[src/rtl/sm4_pkg.sv]
package sm4_pkg;

  localparam int ROUNDS = 32;
  localparam int RND_W  = $clog2(ROUNDS);

  localparam logic [127:0] FK = {32'ha3b1bac6, 32'h56aa3350, 32'h677d9197, 32'hb27022dc};

  localparam logic [7:0] SBOX [256] = '{
    8'hd6, 8'h90, 8'he9, 8'hfe, 8'hcc, 8'he1, 8'h3d, 8'hb7,
    8'h16, 8'hb6, 8'h14, 8'hc2, 8'h28, 8'hfb, 8'h2c, 8'h05,
    8'h2b, 8'h67, 8'h9a, 8'h76, 8'h2a, 8'hbe, 8'h04, 8'hc3,
    8'haa, 8'h44, 8'h13, 8'h26, 8'h49, 8'h86, 8'h06, 8'h99,
    8'h9c, 8'h42, 8'h50, 8'hf4, 8'h91, 8'hef, 8'h98, 8'h7a,
    8'h33, 8'h54, 8'h0b, 8'h43, 8'hed, 8'hcf, 8'hac, 8'h62,
    8'he4, 8'hb3, 8'h1c, 8'ha9, 8'hc9, 8'h08, 8'he8, 8'h95,
    8'h80, 8'hdf, 8'h94, 8'hfa, 8'h75, 8'h8f, 8'h3f, 8'ha6,
    8'h47, 8'h07, 8'ha7, 8'hfc, 8'hf3, 8'h73, 8'h17, 8'hba,
    8'h83, 8'h59, 8'h3c, 8'h19, 8'he6, 8'h85, 8'h4f, 8'ha8,
    8'h68, 8'h6b, 8'h81, 8'hb2, 8'h71, 8'h64, 8'hda, 8'h8b,
    8'hf8, 8'heb, 8'h0f, 8'h4b, 8'h70, 8'h56, 8'h9d, 8'h35,
    8'h1e, 8'h24, 8'h0e, 8'h5e, 8'h63, 8'h58, 8'hd1, 8'ha2,
    8'h25, 8'h22, 8'h7c, 8'h3b, 8'h01, 8'h21, 8'h78, 8'h87,
    8'hd4, 8'h00, 8'h46, 8'h57, 8'h9f, 8'hd3, 8'h27, 8'h52,
    8'h4c, 8'h36, 8'h02, 8'he7, 8'ha0, 8'hc4, 8'hc8, 8'h9e,
    8'hea, 8'hbf, 8'h8a, 8'hd2, 8'h40, 8'hc7, 8'h38, 8'hb5,
    8'ha3, 8'hf7, 8'hf2, 8'hce, 8'hf9, 8'h61, 8'h15, 8'ha1,
    8'he0, 8'hae, 8'h5d, 8'ha4, 8'h9b, 8'h34, 8'h1a, 8'h55,
    8'had, 8'h93, 8'h32, 8'h30, 8'hf5, 8'h8c, 8'hb1, 8'he3,
    8'h1d, 8'hf6, 8'he2, 8'h2e, 8'h82, 8'h66, 8'hca, 8'h60,
    8'hc0, 8'h29, 8'h23, 8'hab, 8'h0d, 8'h53, 8'h4e, 8'h6f,
    8'hd5, 8'hdb, 8'h37, 8'h45, 8'hde, 8'hfd, 8'h8e, 8'h2f,
    8'h03, 8'hff, 8'h6a, 8'h72, 8'h6d, 8'h6c, 8'h5b, 8'h51,
    8'h8d, 8'h1b, 8'haf, 8'h92, 8'hbb, 8'hdd, 8'hbc, 8'h7f,
    8'h11, 8'hd9, 8'h5c, 8'h41, 8'h1f, 8'h10, 8'h5a, 8'hd8,
    8'h0a, 8'hc1, 8'h31, 8'h88, 8'ha5, 8'hcd, 8'h7b, 8'hbd,
    8'h2d, 8'h74, 8'hd0, 8'h12, 8'hb8, 8'he5, 8'hb4, 8'hb0,
    8'h89, 8'h69, 8'h97, 8'h4a, 8'h0c, 8'h96, 8'h77, 8'h7e,
    8'h65, 8'hb9, 8'hf1, 8'h09, 8'hc5, 8'h6e, 8'hc6, 8'h84,
    8'h18, 8'hf0, 8'h7d, 8'hec, 8'h3a, 8'hdc, 8'h4d, 8'h20,
    8'h79, 8'hee, 8'h5f, 8'h3e, 8'hd7, 8'hcb, 8'h39, 8'h48
  };

  typedef struct packed {
    logic             load;
    logic             key_step;
    logic             prep;
    logic             round;
    logic             finish;
    logic [RND_W-1:0] idx;
  } sm4_cmd_t;

  typedef struct packed {
    logic out_free;
  } sm4_stat_t;

  function automatic logic [31:0] sbox_word(input logic [31:0] x);
    sbox_word = {SBOX[x[31:24]], SBOX[x[23:16]], SBOX[x[15:8]], SBOX[x[7:0]]};
  endfunction

  function automatic logic [31:0] ck_word(input logic [RND_W-1:0] i);
    logic [7:0]  base;
    logic [31:0] w;
    base = 8'({i, 2'b00});
    w = '0;
    for (int j = 0; j < 4; j++) begin
      w = {w[23:0], 8'((base + 8'(j)) * 8'd7)};
    end
    ck_word = w;
  endfunction

  function automatic logic [31:0] t_enc(input logic [31:0] a);
    logic [31:0] b;
    b = sbox_word(a);
    t_enc = b ^ {b[29:0], b[31:30]} ^ {b[21:0], b[31:22]} ^ {b[13:0], b[31:14]}
            ^ {b[7:0], b[31:8]};
  endfunction

  function automatic logic [31:0] t_key(input logic [31:0] a);
    logic [31:0] b;
    b = sbox_word(a);
    t_key = b ^ {b[18:0], b[31:19]} ^ {b[8:0], b[31:9]};
  endfunction

endpackage

[src/rtl/sm4_ctrl.sv]
module sm4_ctrl (
  input  logic                clk,
  input  logic                rst_n,
  input  logic                in_valid,
  input  logic                key_wr,
  input  sm4_pkg::sm4_stat_t  stat,
  output logic                in_ready,
  output sm4_pkg::sm4_cmd_t   cmd
);

  typedef enum logic [4:0] {
    ST_IDLE   = 5'b00001,
    ST_KEYEXP = 5'b00010,
    ST_PREP   = 5'b00100,
    ST_ROUND  = 5'b01000,
    ST_FINISH = 5'b10000
  } sm4_state_t;

  localparam logic [sm4_pkg::RND_W-1:0] LAST = sm4_pkg::RND_W'(sm4_pkg::ROUNDS - 1);

  sm4_state_t                  state_r, state_nxt;
  logic [sm4_pkg::RND_W-1:0]   cnt_r, cnt_nxt;
  logic                        key_stale_r, key_stale_nxt;

  always_comb begin
    state_nxt     = state_r;
    cnt_nxt       = cnt_r;
    key_stale_nxt = key_stale_r | key_wr;
    in_ready      = 1'b0;
    cmd           = '0;
    cmd.idx       = cnt_r;
    case (state_r)
      ST_IDLE: begin
        in_ready = 1'b1;
        if (in_valid) begin
          cmd.load  = 1'b1;
          cnt_nxt   = '0;
          state_nxt = key_stale_r ? ST_KEYEXP : ST_PREP;
        end
      end
      ST_KEYEXP: begin
        cmd.key_step = 1'b1;
        cnt_nxt      = cnt_r + 1'b1;
        if (cnt_r == LAST) begin
          key_stale_nxt = key_wr;
          state_nxt     = ST_PREP;
        end
      end
      ST_PREP: begin
        cmd.prep  = 1'b1;
        cnt_nxt   = '0;
        state_nxt = ST_ROUND;
      end
      ST_ROUND: begin
        cmd.round = 1'b1;
        cnt_nxt   = cnt_r + 1'b1;
        if (cnt_r == LAST) begin
          state_nxt = ST_FINISH;
        end
      end
      ST_FINISH: begin
        if (stat.out_free) begin
          cmd.finish = 1'b1;
          state_nxt  = ST_IDLE;
        end
      end
      default: begin
        state_nxt = ST_IDLE;
      end
    endcase
  end

  always_ff @(posedge clk) begin
    if (!rst_n) begin
      state_r     <= ST_IDLE;
      cnt_r       <= '0;
      key_stale_r <= 1'b1;
    end else begin
      state_r     <= state_nxt;
      cnt_r       <= cnt_nxt;
      key_stale_r <= key_stale_nxt;
    end
  end

  a_round_to_finish: assert property (@(posedge clk) disable iff (!rst_n)
    (state_r == ST_ROUND && cnt_r == LAST) |=> state_r == ST_FINISH)
    else $error("last round did not lead to the finish state");

  a_stale_expands: assert property (@(posedge clk) disable iff (!rst_n)
    (state_r == ST_IDLE && in_valid && key_stale_r) |=> state_r == ST_KEYEXP)
    else $error("stale round keys were not expanded before use");

  a_stale_cleared: assert property (@(posedge clk) disable iff (!rst_n)
    (state_r == ST_KEYEXP && cnt_r == LAST) |=> key_stale_r == $past(key_wr))
    else $error("key stale flag wrong after expansion");

  a_fresh_skip: assert property (@(posedge clk) disable iff (!rst_n)
    (state_r == ST_IDLE && in_valid && !key_stale_r) |=> state_r == ST_PREP)
    else $error("fresh round keys were expanded again");

endmodule

[src/rtl/sm4_dp.sv]
module sm4_dp (
  input  logic               clk,
  input  logic               rst_n,
  input  sm4_pkg::sm4_cmd_t  cmd,
  input  logic               decrypt,
  input  logic               chain_mode,
  input  logic [127:0]       key,
  input  logic [127:0]       iv,
  input  logic [127:0]       in_block,
  input  logic               in_first,
  input  logic               out_ready,
  output sm4_pkg::sm4_stat_t stat,
  output logic               out_valid,
  output logic [127:0]       out_result
);

  logic [31:0]               rk_mem [sm4_pkg::ROUNDS];
  logic [31:0]               rk_q;
  logic [sm4_pkg::RND_W-1:0] rd_idx, raddr;
  logic [127:0]              x_r, x_nxt;
  logic [127:0]              k_r, k_nxt;
  logic [127:0]              blk_r;
  logic [127:0]              chain_r, chain_nxt;
  logic [127:0]              chain_src;
  logic [127:0]              res;
  logic [127:0]              out_data_r;
  logic                      out_valid_r, out_valid_nxt;
  logic [31:0]               new_key;
  logic [31:0]               new_word;

  assign rd_idx = cmd.prep ? '0 : cmd.idx + 1'b1;
  assign raddr  = decrypt ? (sm4_pkg::RND_W'(sm4_pkg::ROUNDS - 1) - rd_idx) : rd_idx;

  assign new_key  = k_r[127:96] ^ sm4_pkg::t_key(k_r[95:64] ^ k_r[63:32] ^ k_r[31:0]
                    ^ sm4_pkg::ck_word(cmd.idx));
  assign new_word = x_r[127:96] ^ sm4_pkg::t_enc(x_r[95:64] ^ x_r[63:32] ^ x_r[31:0] ^ rk_q);

  assign chain_src = in_first ? iv : chain_r;
  assign res = {x_r[31:0], x_r[63:32], x_r[95:64], x_r[127:96]}
               ^ ((chain_mode && decrypt) ? chain_r : 128'd0);

  always_comb begin
    x_nxt         = x_r;
    k_nxt         = k_r;
    chain_nxt     = chain_r;
    out_valid_nxt = out_valid_r && !out_ready;
    if (cmd.load) begin
      x_nxt = in_block ^ ((chain_mode && !decrypt) ? chain_src : 128'd0);
      k_nxt = key ^ sm4_pkg::FK;
      if (in_first) begin
        chain_nxt = iv;
      end
    end
    if (cmd.key_step) begin
      k_nxt = {k_r[95:0], new_key};
    end
    if (cmd.round) begin
      x_nxt = {x_r[95:0], new_word};
    end
    if (cmd.finish) begin
      out_valid_nxt = 1'b1;
      if (chain_mode) begin
        chain_nxt = decrypt ? blk_r : res;
      end
    end
  end

  always_ff @(posedge clk) begin
    if (cmd.key_step) begin
      rk_mem[cmd.idx] <= new_key;
    end
    rk_q <= rk_mem[raddr];
  end

  always_ff @(posedge clk) begin
    x_r <= x_nxt;
    k_r <= k_nxt;
    if (cmd.load) begin
      blk_r <= in_block;
    end
    if (cmd.finish) begin
      out_data_r <= res;
    end
  end

  always_ff @(posedge clk) begin
    if (!rst_n) begin
      chain_r     <= '0;
      out_valid_r <= 1'b0;
    end else begin
      chain_r     <= chain_nxt;
      out_valid_r <= out_valid_nxt;
    end
  end

  assign stat.out_free = !out_valid_r || out_ready;
  assign out_valid     = out_valid_r;
  assign out_result    = out_data_r;

endmodule

[src/rtl/sm4_block_cipher_ecb_cbc_top.sv]
// SM4 block cipher in ECB or CBC mode, one 128-bit block per beat.
// The input stream carries a block on in_tdata and a first-of-message flag on
// in_tuser; the result stream returns one 128-bit block for every input beat,
// in order. Key, direction, chaining mode and IV are written over the APB
// port; the user must write them only while the block is idle, as the
// block does not enforce it. A key write takes effect at the next block.
// An input beat is taken only when the cipher core is free.
// The core expands the 32 round keys into a small key store once after
// reset and after any key write, at one key word per cycle, then runs the
// 32 rounds at one round per cycle from that store. The next block is
// accepted no earlier than the cycle in which the result of the last one
// appears in the output register.
// The result sits in an output register; if the receiver stalls, one finished
// block waits there, the next block is still accepted and computed, and the
// core holds that second result until the register frees.
// Reset clears the configuration registers, the chaining value and the
// output valid flag, and marks the round keys for expansion.
module sm4_block_cipher_ecb_cbc_top (
  input  logic         clk,
  input  logic         rst_n,
  input  logic         in_tvalid,
  output logic         in_tready,
  input  logic [127:0] in_tdata,   // block_high [63:0], block_low [127:64]
  input  logic [0:0]   in_tuser,   // first_block [0]
  output logic         out_tvalid,
  input  logic         out_tready,
  output logic [127:0] out_tdata,  // result_high [63:0], result_low [127:64]
  input  logic         cfg_psel,
  input  logic         cfg_penable,
  input  logic         cfg_pwrite,
  input  logic [5:0]   cfg_paddr,
  input  logic [63:0]  cfg_pwdata,
  output logic [63:0]  cfg_prdata,
  output logic         cfg_pready
);

  typedef enum logic [2:0] {
    REG_KEY_HIGH   = 3'd0,
    REG_KEY_LOW    = 3'd1,
    REG_DECRYPT    = 3'd2,
    REG_CHAIN_MODE = 3'd3,
    REG_IV_HIGH    = 3'd4,
    REG_IV_LOW     = 3'd5
  } sm4_reg_t;

  logic [63:0]        key_high_r, key_low_r, iv_high_r, iv_low_r;
  logic               decrypt_r, chain_mode_r;
  logic               cfg_wr;
  logic               key_wr;
  sm4_reg_t           reg_sel;
  logic [127:0]       result;
  sm4_pkg::sm4_cmd_t  cmd;
  sm4_pkg::sm4_stat_t stat;

  assign cfg_pready = 1'b1;
  assign cfg_wr     = cfg_psel && cfg_penable && cfg_pwrite;
  assign reg_sel    = sm4_reg_t'(cfg_paddr[5:3]);
  assign key_wr     = cfg_wr && (reg_sel == REG_KEY_HIGH || reg_sel == REG_KEY_LOW);

  always_ff @(posedge clk) begin
    if (!rst_n) begin
      key_high_r   <= '0;
      key_low_r    <= '0;
      decrypt_r    <= 1'b0;
      chain_mode_r <= 1'b0;
      iv_high_r    <= '0;
      iv_low_r     <= '0;
    end else if (cfg_wr) begin
      case (reg_sel)
        REG_KEY_HIGH:   key_high_r   <= cfg_pwdata;
        REG_KEY_LOW:    key_low_r    <= cfg_pwdata;
        REG_DECRYPT:    decrypt_r    <= cfg_pwdata[0];
        REG_CHAIN_MODE: chain_mode_r <= cfg_pwdata[0];
        REG_IV_HIGH:    iv_high_r    <= cfg_pwdata;
        REG_IV_LOW:     iv_low_r     <= cfg_pwdata;
        default: begin
        end
      endcase
    end
  end

  always_comb begin
    case (reg_sel)
      REG_KEY_HIGH:   cfg_prdata = key_high_r;
      REG_KEY_LOW:    cfg_prdata = key_low_r;
      REG_DECRYPT:    cfg_prdata = {63'd0, decrypt_r};
      REG_CHAIN_MODE: cfg_prdata = {63'd0, chain_mode_r};
      REG_IV_HIGH:    cfg_prdata = iv_high_r;
      REG_IV_LOW:     cfg_prdata = iv_low_r;
      default:        cfg_prdata = '0;
    endcase
  end

  sm4_ctrl u_ctrl (
    .clk      (clk),
    .rst_n    (rst_n),
    .in_valid (in_tvalid),
    .key_wr   (key_wr),
    .stat     (stat),
    .in_ready (in_tready),
    .cmd      (cmd)
  );

  sm4_dp u_dp (
    .clk        (clk),
    .rst_n      (rst_n),
    .cmd        (cmd),
    .decrypt    (decrypt_r),
    .chain_mode (chain_mode_r),
    .key        ({key_high_r, key_low_r}),
    .iv         ({iv_high_r, iv_low_r}),
    .in_block   ({in_tdata[63:0], in_tdata[127:64]}),
    .in_first   (in_tuser[0]),
    .out_ready  (out_tready),
    .stat       (stat),
    .out_valid  (out_tvalid),
    .out_result (result)
  );

  assign out_tdata = {result[63:0], result[127:64]};

endmodule

[config.mk]
export PLATFORM = sky130hd
export DESIGN_NAME = sm4_block_cipher_ecb_cbc_top
export DESIGN_NICKNAME = d
export VERILOG_FILES = /design/src/rtl/sm4_pkg.sv /design/src/rtl/sm4_ctrl.sv /design/src/rtl/sm4_dp.sv /design/src/rtl/sm4_block_cipher_ecb_cbc_top.sv
export SDC_FILE = /design/constraint.sdc
export NUM_CORES = 2
export LEC_CHECK = 0
export ABC_CLOCK_PERIOD_IN_PS = 5100
export BUFFER_PORTS_ARGS = -buffer_cell sky130_fd_sc_hd__buf_4
export CAP_MARGIN = 15
export CORE_MARGIN = 2
export CORE_UTILIZATION = 57
export DETAILED_ROUTE_END_ITERATION = 10
export PLACE_DENSITY_LB_ADDON = 0.25
export SYNTH_ARGS = -nofsm -noshare
export SYNTH_HDL_FRONTEND = slang
export SYNTH_SLANG_ARGS = --single-unit
[constraint.sdc]
create_clock -name clk -period 5.1 [get_ports clk]
set_input_delay 1.02 -clock clk [delete_from_list [all_inputs] [get_ports clk]]
set_output_delay 1.02 -clock clk [all_outputs]
set_load 0.005 [all_outputs]
==> Flow_metrics.wiki, run 1 <==
{| class="wikitable"
! Metric !! Value
|-
| Number of buffers inserted during clock tree synthesis || 182
|-
| Run-stopping error || [ERROR GRT-0116] Global routing finished with congestion. Check the congestion regions in the DRC Viewer.
|-
| Half-perimeter wire length after placement || 373000 um
|-
| Overflow after GRT || 308
|-
| Port-buffer cells || 396
|-
| Overall track demand over capacity in global routing || 65.6%
|-
| Post-synthesis instance area || 0.110 sq mm
|-
| Proportion of synthesized chip area in sequential cells || 49.6%
|-
| Standard-cell rows || 161
|-
| Height of the die || 444 um
|-
| Mapped Nets || 10670
|-
| Clock root buffer || clkbuf_16
|-
| H-tree level count || 4
|-
| Count of distinct cell types in the synthesized netlist || 101
|-
| Dominant synthesized flop cell || edfxtp_1
|-
| Halt point of the flow || global routing
|-
| Maximum buffer depth of the clock tree || 3
|-
| Total number of clock tree sinks || 1966
|-
| Number of flops mapped to enable cells by yosys || 1536
|-
| Share of flip-flops with an asynchronous set or reset after synthesis || 0%
|-
| Top-Level Pins || 401
|-
| Starting density of the core || 57.3%
|-
| Leading post-synthesis cells by cell area || edfxtp_1 42%, dfxtp_1 7.8%, mux4_2 6.5%
|-
| CTS Hold Buffers Added || 0
|-
| Run status || did not finish
|-
| Maximum number of pins on one net before global-route repair || 195
|-
| Global placement routability congestion || 1.12
|-
| Width of the chip || 444 um
|-
| Number of synthesized register bits || 1966
|-
| Vias in the first global route || 115184
|-
| Global-route wire length before repair || 914000 um
|-
| Post-synthesis area per instance || 10.6 sq um
|-
| Number of instances in the synthesized netlist || 10386
|-
| Area leader, netlist || edfxtp_1
|-
| Worst slack at placement || -0.507 ns
|-
| Synthesis Warnings || 0
|-
| Top cell type's share of synthesized area || 41.8%
|}
[synthesized netlist by cell type (53+ instances only)]
| cell type | number |
|---|---|
| edfxtp_1 | 1536 |
| nand2_1 | 1384 |
| nor2_1 | 831 |
| a21oi_1 | 668 |
| clkbuf_1 | 559 |
| xnor2_1 | 489 |
| o21ai_0 | 477 |
| dfxtp_1 | 430 |
| mux4_2 | 321 |
| mux2i_1 | 294 |
| a22oi_1 | 290 |
| a21boi_0 | 273 |
| o22ai_1 | 222 |
| buf_2 | 211 |
| nand3_1 | 198 |
| nor3_1 | 191 |
| xor2_1 | 168 |
| and2_1 | 157 |
| buf_1 | 146 |
| a31oi_1 | 120 |
| o211ai_1 | 114 |
| a211oi_1 | 104 |
| o221ai_1 | 84 |
| a221oi_1 | 79 |
| ha_1 | 72 |
| a311oi_1 | 67 |
| o311ai_0 | 57 |
| mux2_2 | 55 |
| nand4_1 | 53 |
| o2111ai_1 | 53 |
[metrics by stage]
stage / util, % / hold slack, ns / instances / area (sq um)
floorplan: - / 0.454 / 10386 / 111000
global placement: 64.5 / 0.465 / 13500 / 124000
detailed placement: 64.5 / 0.478 / 13500 / 124000
CTS: 67.8 / 0.306 / 13845 / 131000
[routing by layer]
metal / track usage [%] / GRT overflow
met5: 20.1 / 9
met4: 60.3 / 76
met3: 46.1 / 55
met2: 83.8 / 136
met1: 68.8 / 32
[what timing repair did]
action / CTS
resized for setup: 31
buffers inserted: 2
endpoints found under the setup margin: 866
pin swaps: 3
[cells by family after synthesis]
kind of cell / synth area share (%)
compound gates: 18.5
simple gates: 11.5
flops: 49.6
buf+inv: 3.58
xor+xnor: 6.20
mux: 9.77
fa+ha+maj: 0.934
other cells: 0.00340
==> run 2, diff against run 1 <==
ABC_CLOCK_PERIOD_IN_PS = 6630   (was 5100)
CORE_UTILIZATION = 40   (was 57)
PLACE_DENSITY_LB_ADDON = 0.15   (was 0.25)
clock period = 6.63 ns   (was 5.1 ns; I/O delays follow)
==> Flow_metrics.wiki, run 2 <==
{| class="wikitable"
! Metric !! Value
|-
| Starting density of the core || 40.3% (-17 points)
|-
| Standard-cell rows || 192 (+19%)
|-
| Commonest non-fill, non-tap cell in the layout || edfxtp_1
|-
| Pwr dens || 488 mW/mm^2
|-
| Detailed-route wire length per cell || 35.2 um
|-
| Flip-flop count of the largest register after layout || 1024
|-
| Number of instances in the synthesized netlist || 10386 (unchanged)
|-
| Top cell type's share of synthesized area || 41.8% (unchanged)
|-
| Top achievable clock speed || 162 MHz
|-
| H-tree level count || 4 (unchanged)
|-
| Maximum number of pins on one net before global-route repair || 178
|-
| Leading cell types in the layout, fill and taps excluded || 1536 x edfxtp_1, 1376 x nand2_1, 959 x buf_4
|-
| Port-buffer cells || 396 (unchanged)
|-
| Post-synthesis instance area || 0.110 sq mm (unchanged)
|-
| Number of buffers inserted during clock tree synthesis || 215 (+18%)
|-
| Mapped Nets || 10670 (unchanged)
|-
| Overall track demand over capacity in global routing || 35.4%
|-
| Avg Vias per Cell || 6.55
|-
| Number of fill cells in the layout || 25320
|-
| Proportion of synthesized chip area in sequential cells || 49.6% (unchanged)
|-
| Floorplan Core Area || 0.274 sq mm
|-
| Global-route wire length before repair || 712000 um
|-
| Utilization after layout || 46.7%
|-
| Fraction of layout cells with a size suffix above 1 || 17.8%
|-
| Placed Cells incl. Taps || 14165 (+4.9%)
|-
| Peak supply drop || 0.000726 V
|-
| Number of flops mapped to enable cells by yosys || 1536 (unchanged)
|-
| Count of antenna-violating nets left after detailed routing || 0
|-
| Maximum buffer depth of the clock tree || 4 (+1)
|-
| Clock root buffer || clkbuf_16
|-
| Period minus WS final || 6.19 ns
|-
| Post-synthesis area per instance || 10.6 sq um (unchanged)
|-
| Number of buffer and inverter stages on the critical path || 4
|-
| Count of max-cap constraint violations || 0
|-
| Via count || 95702
|-
| Top-Level Pins || 401 (unchanged)
|-
| Sum of negative setup slack || 0 ns
|-
| Slowest stage cell on the critical path || ha_1
|-
| Count of distinct cell types in the synthesized netlist || 101 (unchanged)
|-
| Share of flip-flops with an asynchronous set or reset after synthesis || 0% (unchanged)
|-
| Leading post-synthesis cells by cell area || edfxtp_1 42%, dfxtp_1 7.8%, mux4_2 6.5%
|-
| CTS Hold Buffers Added || 0 (unchanged)
|-
| Half-perimeter wire length after placement || 352000 um (-5.5%)
|-
| Series of cell instances along the critical path || inv_1 > ha_1 > xnor2_1 > xnor2_4 > buf_4 > nand2_1 > o21ai_0 > a211o_1 > a311oi_1 > o32ai_1 > buf_4 > xor2_1 > xnor2_1 > xnor2_2 > buf_4
|-
| Critical path data required time || 7.29 ns
|-
| Area post-placement || 0.121 sq mm (-2.4%)
|-
| Vias in the first global route || 89196
|-
| Initial DRC Count || 14203
|-
| Pin slew with the least headroom to its limit || 1.20 ns
|-
| Worst path max stage delay || 0.81 ns
|-
| Number of synthesized register bits || 1966 (unchanged)
|-
| Cell area after layout || 0.128 sq mm
|-
| Worst max-slew margin expressed relative to the limit || 19.1%
|-
| Top reg by flops || u_dp.rk_mem
|-
| Crit Path Class || flip-flop to flip-flop
|-
| Final critical-path share of the clock period || 93.3%
|-
| Clock slew at the register clock pins of the worst setup and hold paths || 0.06 ns
|-
| Antenna violations before repair || 66
|-
| Largest fanout on the critical path || 32
|-
| Startpoint kind of the worst setup timing path || flip-flop
|-
| Area leader, netlist || edfxtp_1
|-
| RSZ-0062 raised after global routing || false
|-
| Width of the chip || 529 um (+19%)
|-
| Global placement routability congestion || 1.00 (-10%)
|-
| Cell occurring most often along the worst timing path || buf_4
|-
| Final std cells w/o fill || 14600
|-
| Die area || 0.280 sq mm
|-
| Clk Latency, worst-skew pair || 0.91 ns
|-
| Final hold slack || 0.482 ns
|-
| Data arrival at the endpoint of the critical path || 6.84 ns
|-
| Class of the most critical hold timing path || flip-flop to flip-flop
|-
| Total number of clock tree sinks || 1966 (unchanged)
|-
| Overflow after GRT || 0
|-
| Leakage dissipation || 43.2 nW
|-
| Total DRC errors in the routed layout || 0
|-
| Cell family contributing the most delay on the critical path || XOR/XNOR gates
|-
| Nets || 10982
|-
| Total of cells resized after clock tree synthesis || 0 (-100%)
|-
| Run status || finished clean
|-
| Dominant synthesized flop cell || edfxtp_1
|-
| Number of buffers inserted by post-CTS setup repair || 0 (-2)
|-
| Height of the die || 529 um (+19%)
|-
| Final Hold Fails || 0
|-
| Synthesis Warnings || 0 (unchanged)
|-
| TritonCTS clock tree || yes
|-
| Setup violators final || 0
|-
| Worst Skew || 0.0886 ns
|-
| Leading cell type by number of instances after synthesis || edfxtp_1
|-
| Most frequent cells after synthesis || 1536 x edfxtp_1, 1384 x nand2_1, 831 x nor2_1, 668 x a21oi_1, 559 x clkbuf_1
|-
| Pins over their slew limit || 0
|-
| Category of the worst setup path capture point || flip-flop
|-
| Wire length reported by the detailed router || 513000 um
|-
| DRT Pass-1 Iters || 6
|-
| Area added between synthesis and finish || 16.0%
|}
==> run 2: area by class of cell <==
class	instances	area, sq um	share of cell area, %
flip-flops and latches	1966	54700	42.7
multi-input cells	7449	53200	41.6
repair buffers	1022	8430	6.58
clock buffers	308	5990	4.68
well taps	3686	4610	3.60
clock inverters	85	812	0.634
inverters	44	176	0.138
diodes	40	100	0.0782
==> run 2: path summary, 6_finish.rpt <==
| kind | startpoint | end | slack, ns | cells after the start |
|---|---|---|---|---|
| hold reg to reg | key_high_r[32] | key_high_r[32] | 0.48 | 2 |
| hold / removal | key_high_r[32] | key_high_r[32] | 0.48 | 2 |
| setup reg to reg | u_ctrl.cnt_r[1] | u_dp.rk_mem[21][5] | 0.44 | 15 |
| setup / recovery | u_ctrl.cnt_r[1] | u_dp.rk_mem[21][5] | 0.44 | 15 |
==> run 2: worst reg2reg max path: cells and delay by family, from the launching register on <==
| kind | cells | cell delay [ns] |
|---|---|---|
| buffers and inverters | 4 | 1.23 |
| adder cells (fa/ha/maj) | 1 | 0.81 |
| XOR/XNOR | 5 | 1.85 |
| AO/OA/AOI/OAI | 4 | 1.15 |
| AND/OR/NAND/NOR | 1 | 0.32 |
| flip-flops | 1 | 0.57 |
==> run 2: metrics by stage <==
| step | total power, mW | setup WS (ns) |
|---|---|---|
| finish | 62.5 | 0.442 |
| global route | 64.1 | 0.182 |
| CTS | 61.6 | 0.455 |
| detailed placement | 49.8 | 0.466 |
| global placement | 49.8 | 0.571 |
| floorplan | 34.5 | 1.26 |
==> run 2: report_power, final <==
group	switching (mW)	internal [mW]	leakage, nW	total, mW
clock	5.00	6.81	3.33	11.8
sequential	0.302	18.5	17.3	18.8
combinational	21.9	9.99	22.5	31.8
total	27.2	35.3	43.2	62.5
==> run 2: cells by family (layout without fill, tap and decap cells) <==
logic type,count (synthesis),count (layout),share of synthesized area (%)
flops,1966,1966,49.6
mux,670,670,9.77
simple gates,2973,2973,11.5
xor+xnor,711,711,6.20
other cells,1,41,0.00340
compound gates,3015,3015,18.5
buf+inv,971,1459,3.58
fa+ha+maj,79,79,0.934
==> run 2: routing by layer <==
metal  share of wire (%)  global-route usage (%)
met1                  40                    48.9
met2                  44                    53.3
met3                 9.2                    5.89
met4                 5.9                    18.6
met5               0.048                   0.156
Power figures use the tool's default switching activity.
